File: config.mk
export PLATFORM = sky130hd
export DESIGN_NAME = block_bit_scrambler
export DESIGN_NICKNAME = d
export VERILOG_FILES = /design/src/hw/rtl/bbs_pkg.sv /design/src/hw/rtl/block_bit_scrambler.sv
export VERILOG_INCLUDE_DIRS = /design/src /design/src/hw/rtl
export SDC_FILE = /design/constraint.sdc
export NUM_CORES = 1
export LEC_CHECK = 0
export CAP_MARGIN = 15
export CORE_UTILIZATION = 50
export CTS_CLUSTER_SIZE = 8
export DETAILED_ROUTE_END_ITERATION = 8
export DONT_BUFFER_PORTS = 1
export GPL_TIMING_DRIVEN = 0
export PLACE_DENSITY = 0.67
export RECOVER_POWER = 25
export SYNTH_ARGS = -nofsm -noshare
export SYNTH_HDL_FRONTEND = slang
export SYNTH_SLANG_ARGS = --single-unit
File: constraint.sdc
create_clock -name clock -period 3 [get_ports clock]
set_input_delay 0.6 -clock clock [delete_from_list [all_inputs] [get_ports clock]]
set_output_delay 0.6 -clock clock [all_outputs]
set_load 0.005 [all_outputs]
File: src/hw/rtl/assert_macros.svh
// Assertion macros shared by the RTL.
`ifndef ASSERT_MACROS_SVH
`define ASSERT_MACROS_SVH

`ifndef ASSERT_OFF

`define ASSERT_ALWAYS(label, clk, rst, expr) \
   label: assert property (@(posedge clk) disable iff (rst) (expr)) \
      else $error("assertion failed");

`define ASSERT_IMPLIES(label, clk, rst, ante, cons) \
   label: assert property (@(posedge clk) disable iff (rst) (ante) |-> (cons)) \
      else $error("assertion failed");

`else

`define ASSERT_ALWAYS(label, clk, rst, expr)

`define ASSERT_IMPLIES(label, clk, rst, ante, cons)

`endif

`endif

File: src/hw/rtl/bbs_pkg.sv
`default_nettype none

package bbs_pkg;

   localparam int MAX_BLOCK = 64;
   localparam int MIN_BLOCK = 3;
   localparam int RESET_BLOCK = 4;
   localparam int POS_W = $clog2(MAX_BLOCK);
   localparam int CNT_W = POS_W + 1;
   localparam int CSR_INDEX_W = 4;
   localparam int CSR_DATA_W = 7;

   localparam logic [CSR_INDEX_W-1:0] CSR_MODE = CSR_INDEX_W'(0);
   localparam logic [CSR_INDEX_W-1:0] CSR_BLOCK_SIZE = CSR_INDEX_W'(1);

   typedef enum logic [1:0] {
      RULE_ALL   = 2'd0,
      RULE_ODD   = 2'd1,
      RULE_THIRD = 2'd2
   } rule_type;

   typedef enum logic [2:0] {
      ST_IDLE = 3'b001,
      ST_READ = 3'b010,
      ST_SEND = 3'b100
   } state_type;

   typedef struct packed {
      logic data_bit;
      logic end_of_data;
   } req_type;

   typedef struct packed {
      logic code_bit;
      logic run_last;
      logic stream_done;
   } rsp_type;

endpackage

`default_nettype wire

File: src/hw/rtl/block_bit_scrambler.sv
// Block bit scrambler.
// The req channel carries one plaintext bit per transfer with an end-of-data
// flag; the rsp channel carries encoded bits. Both use valid and stall. The
// csr channel (valid and ready, always ready) writes mode (index 0) and
// block_size (index 1); the user must write it only while the block is idle,
// which the block itself does not enforce. In mode 0 every transfer yields
// one encoded bit in the output register in the cycle after the transfer, so a
// bit is taken every cycle while rsp is free. In mode 1 bits are stored and
// no result appears until the block closes; then the last bit is sent first
// and the stored bits follow, each by a registered read from the block memory
// and then an output load. No new bit is taken until the replay is done.
// Reset clears the position, ones count, rule and control state; the block
// memory is not cleared, since every entry is written before it is read.
// When the receiver stalls, the output register holds its bit and the
// block stops taking bits and stops the replay until the stall is released.
`default_nettype none

module block_bit_scrambler (
   input  wire                                  clock,
   input  wire                                  reset,
   input  wire                                  req_valid,
   output logic                                 req_stall,
   input  wire  bbs_pkg::req_type               req_data,
   output logic                                 rsp_valid,
   input  wire                                  rsp_stall,
   output bbs_pkg::rsp_type                     rsp_data,
   input  wire                                  csr_valid,
   output logic                                 csr_ready,
   input  wire  [bbs_pkg::CSR_INDEX_W-1:0]      csr_index,
   input  wire  [bbs_pkg::CSR_DATA_W-1:0]       csr_data
);

   bbs_pkg::state_type             state_ff, state_in;
   bbs_pkg::rule_type              rule_ff, rule_in;
   logic                           mode_ff, mode_in;
   logic [bbs_pkg::CSR_DATA_W-1:0] block_size_ff, block_size_in;
   logic [bbs_pkg::POS_W-1:0]      position_ff, position_in;
   logic [1:0]                     pos_mod3_ff, pos_mod3_in;
   logic [bbs_pkg::CNT_W-1:0]      ones_ff, ones_in;
   logic [bbs_pkg::POS_W-1:0]      rd_idx_ff, rd_idx_in;
   logic [bbs_pkg::POS_W-1:0]      last_idx_ff, last_idx_in;
   logic                           eod_ff, eod_in;
   logic                           rsp_valid_ff, rsp_valid_in;
   bbs_pkg::rsp_type               rsp_data_ff, rsp_data_in;
   logic                           rd_data_ff;
   logic                           block_store_ff [bbs_pkg::MAX_BLOCK];

   logic                           req_fire;
   logic                           slot_free;
   logic [bbs_pkg::CNT_W-1:0]      size;
   logic [bbs_pkg::CNT_W-1:0]      count_n;
   logic [bbs_pkg::CNT_W-1:0]      ones_new;
   logic [bbs_pkg::CNT_W:0]        ones_twice;
   logic [bbs_pkg::CNT_W:0]        count_ext;
   logic                           closes;
   logic                           flip;

   assign csr_ready = 1'b1;
   assign slot_free = !rsp_valid_ff || !rsp_stall;
   assign req_stall = (state_ff != bbs_pkg::ST_IDLE) || !slot_free;
   assign req_fire  = req_valid && !req_stall;
   assign rsp_valid = rsp_valid_ff;
   assign rsp_data  = rsp_data_ff;

   always_comb begin
      if (block_size_ff < bbs_pkg::CSR_DATA_W'(bbs_pkg::MIN_BLOCK)) begin
         size = bbs_pkg::CNT_W'(bbs_pkg::MIN_BLOCK);
      end else if (block_size_ff > bbs_pkg::CSR_DATA_W'(bbs_pkg::MAX_BLOCK)) begin
         size = bbs_pkg::CNT_W'(bbs_pkg::MAX_BLOCK);
      end else begin
         size = bbs_pkg::CNT_W'(block_size_ff);
      end
   end

   assign count_n    = {1'b0, position_ff} + bbs_pkg::CNT_W'(1);
   assign ones_new   = ones_ff + bbs_pkg::CNT_W'(req_data.data_bit);
   assign ones_twice = {ones_new, 1'b0};
   assign count_ext  = {1'b0, count_n};
   assign closes     = req_data.end_of_data || (count_n >= size);

   always_comb begin
      case (rule_ff)
         bbs_pkg::RULE_ODD:   flip = position_ff[0];
         bbs_pkg::RULE_THIRD: flip = (pos_mod3_ff == 2'd2);
         default:             flip = 1'b1;
      endcase
   end

   always_comb begin
      mode_in       = mode_ff;
      block_size_in = block_size_ff;
      if (csr_valid && csr_ready) begin
         case (csr_index)
            bbs_pkg::CSR_MODE:       mode_in = csr_data[0];
            bbs_pkg::CSR_BLOCK_SIZE: block_size_in = csr_data;
            default:                 ;
         endcase
      end
   end

   always_comb begin
      state_in     = state_ff;
      rule_in      = rule_ff;
      position_in  = position_ff;
      pos_mod3_in  = pos_mod3_ff;
      ones_in      = ones_ff;
      rd_idx_in    = rd_idx_ff;
      last_idx_in  = last_idx_ff;
      eod_in       = eod_ff;
      rsp_valid_in = rsp_valid_ff && rsp_stall;
      rsp_data_in  = rsp_data_ff;
      case (state_ff)
         bbs_pkg::ST_IDLE: begin
            if (req_fire) begin
               if (!mode_ff) begin
                  rsp_valid_in            = 1'b1;
                  rsp_data_in.code_bit    = req_data.data_bit ^ flip;
                  rsp_data_in.run_last    = 1'b1;
                  rsp_data_in.stream_done = req_data.end_of_data;
               end else if (closes) begin
                  rsp_valid_in            = 1'b1;
                  rsp_data_in.code_bit    = req_data.data_bit;
                  rsp_data_in.run_last    = (position_ff == '0);
                  rsp_data_in.stream_done = req_data.end_of_data && (position_ff == '0);
                  rd_idx_in               = '0;
                  last_idx_in             = position_ff - bbs_pkg::POS_W'(1);
                  eod_in                  = req_data.end_of_data;
                  if (position_ff != '0) begin
                     state_in = bbs_pkg::ST_READ;
                  end
               end
               if (closes) begin
                  if (req_data.end_of_data || (ones_twice == count_ext)) begin
                     rule_in = bbs_pkg::RULE_ALL;
                  end else if (ones_twice < count_ext) begin
                     rule_in = bbs_pkg::RULE_ODD;
                  end else begin
                     rule_in = bbs_pkg::RULE_THIRD;
                  end
                  position_in = '0;
                  pos_mod3_in = 2'd0;
                  ones_in     = '0;
               end else begin
                  position_in = position_ff + bbs_pkg::POS_W'(1);
                  pos_mod3_in = (pos_mod3_ff == 2'd2) ? 2'd0 : pos_mod3_ff + 2'd1;
                  ones_in     = ones_new;
               end
            end
         end
         bbs_pkg::ST_READ: begin
            state_in = bbs_pkg::ST_SEND;
         end
         bbs_pkg::ST_SEND: begin
            if (slot_free) begin
               rsp_valid_in            = 1'b1;
               rsp_data_in.code_bit    = rd_data_ff;
               rsp_data_in.run_last    = (rd_idx_ff == last_idx_ff);
               rsp_data_in.stream_done = eod_ff && (rd_idx_ff == last_idx_ff);
               if (rd_idx_ff == last_idx_ff) begin
                  state_in = bbs_pkg::ST_IDLE;
               end else begin
                  rd_idx_in = rd_idx_ff + bbs_pkg::POS_W'(1);
                  state_in  = bbs_pkg::ST_READ;
               end
            end
         end
         default: begin
            state_in = bbs_pkg::ST_IDLE;
         end
      endcase
   end

   always_ff @(posedge clock) begin
      if (reset) begin
         state_ff      <= bbs_pkg::ST_IDLE;
         rule_ff       <= bbs_pkg::RULE_ALL;
         mode_ff       <= 1'b0;
         block_size_ff <= bbs_pkg::CSR_DATA_W'(bbs_pkg::RESET_BLOCK);
         position_ff   <= '0;
         pos_mod3_ff   <= 2'd0;
         ones_ff       <= '0;
         rd_idx_ff     <= '0;
         last_idx_ff   <= '0;
         eod_ff        <= 1'b0;
         rsp_valid_ff  <= 1'b0;
      end else begin
         state_ff      <= state_in;
         rule_ff       <= rule_in;
         mode_ff       <= mode_in;
         block_size_ff <= block_size_in;
         position_ff   <= position_in;
         pos_mod3_ff   <= pos_mod3_in;
         ones_ff       <= ones_in;
         rd_idx_ff     <= rd_idx_in;
         last_idx_ff   <= last_idx_in;
         eod_ff        <= eod_in;
         rsp_valid_ff  <= rsp_valid_in;
      end
   end

   always_ff @(posedge clock) begin
      rsp_data_ff <= rsp_data_in;
   end

   always_ff @(posedge clock) begin
      if (req_fire) begin
         block_store_ff[position_ff] <= req_data.data_bit;
      end
   end

   always_ff @(posedge clock) begin
      rd_data_ff <= block_store_ff[rd_idx_ff];
   end

`include "assert_macros.svh"

   `ASSERT_IMPLIES(a_no_take_in_replay, clock, reset, state_ff != bbs_pkg::ST_IDLE, req_stall)
   `ASSERT_IMPLIES(a_replay_index, clock, reset, state_ff != bbs_pkg::ST_IDLE, rd_idx_ff <= last_idx_ff)
   `ASSERT_IMPLIES(a_done_is_last, clock, reset, rsp_valid_ff && rsp_data_ff.stream_done, rsp_data_ff.run_last)
   `ASSERT_ALWAYS(a_mod3_range, clock, reset, pos_mod3_ff != 2'd3)

endmodule

`default_nettype wire
==> flow_summary_export.csv <==
group,metric,value,unit
detailed_routing,antenna_left,0,
global_route,grt_pass1_wl,19910,um
synthesis,synth_fp_nets,556,
critical_path,crit_path_top_delay_cell,"dfxtp_1",
cells_and_area,drive_gt1_frac,0.1184,
critical_path,critPathLaunchType,"register",
synthesis,yosysUniqueCellTypes,60,
detailed_routing,wire_per_inst,18.51,um
critical_path,cp_cell_sequence,"clkbuf_4 -> inv_1 -> ha_1 -> ha_1 -> a211o_1 -> a21o_1 -> clkbuf_2 -> or3_1 -> a31oi_1",
detailed_routing,drc,0,
sta,worstMarginPinSlew,609.1,ps
critical_path,cp.arrival,3160,ps
synthesis,syn_area_per_cell,10.74,um2
sta,fin_skew,8.411,ps
synthesis,ys_ff_latch,110,
global_route,grt_overflow,0,
sta,setup_tns,0,ps
sta,slew_violations,0,
cells_and_area,design_area,6005,um2
sta,fmax,0.3518,GHz
clock_tree,root_buffer,"clkbuf_8",
synthesis,ys_seq_area_frac,0.5162,
cells_and_area,layoutNonFillerInstCount,672,
detailed_routing,dr.pass1.iters,4,
cells_and_area,final_common_cell,"nor2_1",
global_route,globalRouteTotalUtil,0.2321,
sta,final-hold-violation-count,0,
floorplanning,rows,38,
cells_and_area,regArea,2875,um2
sta,fin_crit,2842,ps
floorplanning,ios,24,
synthesis,syn_area,5565,um2
pwr,power.density,468.6,nW/um2
global_route,antenna_found_initial,0,
synthesis,synth-main-ff-cell,"edfxtp_1",
placement,dpl_cell_area,5741,um2
clock_tree,clkTransAtPathRegs,100,ps
critical_path,critical_path_class,"register to register",
floorplanning,dieArea,11560,um2
sta,post-route-period-util,0.9475,
critical_path,crit_top_cell,"ha_1",
pwr,peakVddDrop,0.4899,mV
pwr,leakage,2.066,nW
placement,dp_cells,658,
clock_tree,cts_sinks,110,
critical_path,critPathCaptureType,"register",
sta,setup_violations,0,
critical_path,worst-endpoint-required,3320,ps
clock_tree,clock_latency,390,ps
cells_and_area,synthToLayoutAreaGrowth,7.891,%
floorplanning,core-area,10840,um2
placement,pre_cts_slack,-404.0,ps
cells_and_area,final_cell_mix,"nor2_1 (86), edfxtp_1 (67), dfxtp_1 (41)",
pwr,power,2.814,mW
cells_and_area,n_fill_cell,949,
cells_and_area,finalNetCount,565,
sta,whs,311.0,ps
clock_tree,cts_tree,"done",
synthesis,yosys-top-cells-area,"edfxtp_1 (36%), dfxtp_1 (15%), mux4_2 (6.1%), nor2_1 (5.8%), ha_1 (4.5%)",
global_route,first_global_vias,3833,
floorplanning,fp.dieW,107.5,um
placement,gp_congestion,0.8691,
synthesis,yosysTopAreaCellShare,0.3615,
synthesis,yosys.area.top_type,"edfxtp_1",
global_route,grt_max_degree,67,
synthesis,netlist_instances,518,
clock_tree,htree_levels,3,
cells_and_area,final_core_util,0.5539,
clock_tree,clockBufferDepth,2,
critical_path,crit_path_max_fanout,10,
clock_tree,cts_made_buffers,9,
detailed_routing,wl,12440,um
cells_and_area,num_antenna_cells,0,
placement,io_buffers,0,
run_status,status,"finished clean",
floorplanning,initial_core_util,0.5134,
detailed_routing,drt_iter0_markers,322,
critical_path,cp_slowest_stage_delay,440,ps
clock_tree,cts_setup_buffers,0,
detailed_routing,vias,3932,
synthesis,ys_async_sr_fraction,0,
sta,slew_headroom,0.5939,
placement,dp_hpwl,8662,um
sta,setup_ws,157.7,ps
floorplanning,die_h,107.5,um
cells_and_area,multiInputGateArea,2479,um2
synthesis,yosys_warnings,0,
synthesis,synth_edf_count,67,
worst_hold_path,hold_class,"input port to register",
detailed_routing,via_per_inst,5.851,
sta,rsz0062_at_grt,"no",
job,maxCapViolCount,0,
[cell type report]
type,instances,area share
clock buffer,10,0.02125
buffer,32,0.02771
multi-input combinational,355,0.4128
inverter,19,0.01188
clock inverter,6,0.01834
tap,140,0.02917
sequential,110,0.4789
[per-layer routing]
metal  track usage  vias up  part of all wire
met5             0        -                 0
met4       0.07926        0             0.018
met3       0.05206       15             0.049
met2        0.3617       92              0.47
met1        0.3192     1940              0.46
li1              -     1885                 -
[cell families (layout without fill, tap and decap cells)]
logic type,after synthesis,count (layout),share of synthesized area
xor gates and xnor gates,25,25,0.03934
other,1,1,0.0006738
adders and majority gates,20,20,0.04496
muxes,27,27,0.08566
DFF,110,110,0.5162
buffers and inverters,53,67,0.04294
AOI/OAI and AO/OA,79,79,0.09533
and+or+nand+nor,203,203,0.1749
[what timing repair did]
item                                    in CTS  in global routing
resized for setup                            4                  7
hold buffers                                 0                  0
pin swaps                                    0                  0
endpoints found under the setup margin      36                 34
[critical path: cells and delay by family (launching register included)]
kind                     cells  cell delay [ps]
adder cells (fa/ha/maj)      2              730
AO/OA/AOI/OAI                3              660
AND/OR/NAND/NOR              1              350
buffers and inverters        3              580
flip-flops                   1              440
[Yosys cell counts (3+ instances only)]
library cell,n
nor2_1,86
edfxtp_1,67
dfxtp_1,43
nand2_1,30
a21oi_1,28
nand3_1,24
clkbuf_1,20
ha_1,20
inv_1,19
mux4_2,15
nor3_1,13
xnor2_1,13
xor2_1,12
mux2i_1,9
or3_1,8
a211oi_1,7
a21o_1,6
a22oi_1,6
buf_2,6
a31oi_1,5
nand3b_1,5
nand4_1,5
o21ai_0,5
nand2b_1,4
nor2b_1,4
a211o_1,3
a311oi_1,3
and2_1,3
and3_1,3
buf_6,3
nor4_1,3
[sequential cells by signal, summed over array words and instances, names as in the netlist, 2 cells and up]
name            cells
rsp_data            3
block_size_ff       7
ones_ff             7
state_ff            3
block_store_ff     64
rd_idx_ff           6
last_idx_ff         6
pos_mod3_ff         2
position_ff         6
rule_ff             2
[power by group]
group          switching, mW  internal [mW]  total [mW]
registers            0.00870           1.61        1.62
clock network          0.503          0.553        1.06
logic                 0.0890         0.0491       0.138
[worst paths after layout]
check,start,end,slack [ps],cells after the start
setup reg to reg,position_ff[0],position_ff[3],160,9
setup / recovery,position_ff[0],position_ff[3],160,9
hold / removal,req_data[1],block_store_ff[63],310,0
hold reg to reg,ones_ff[0],ones_ff[0],490,2
Note: power is estimated with default switching activity, not from simulation.
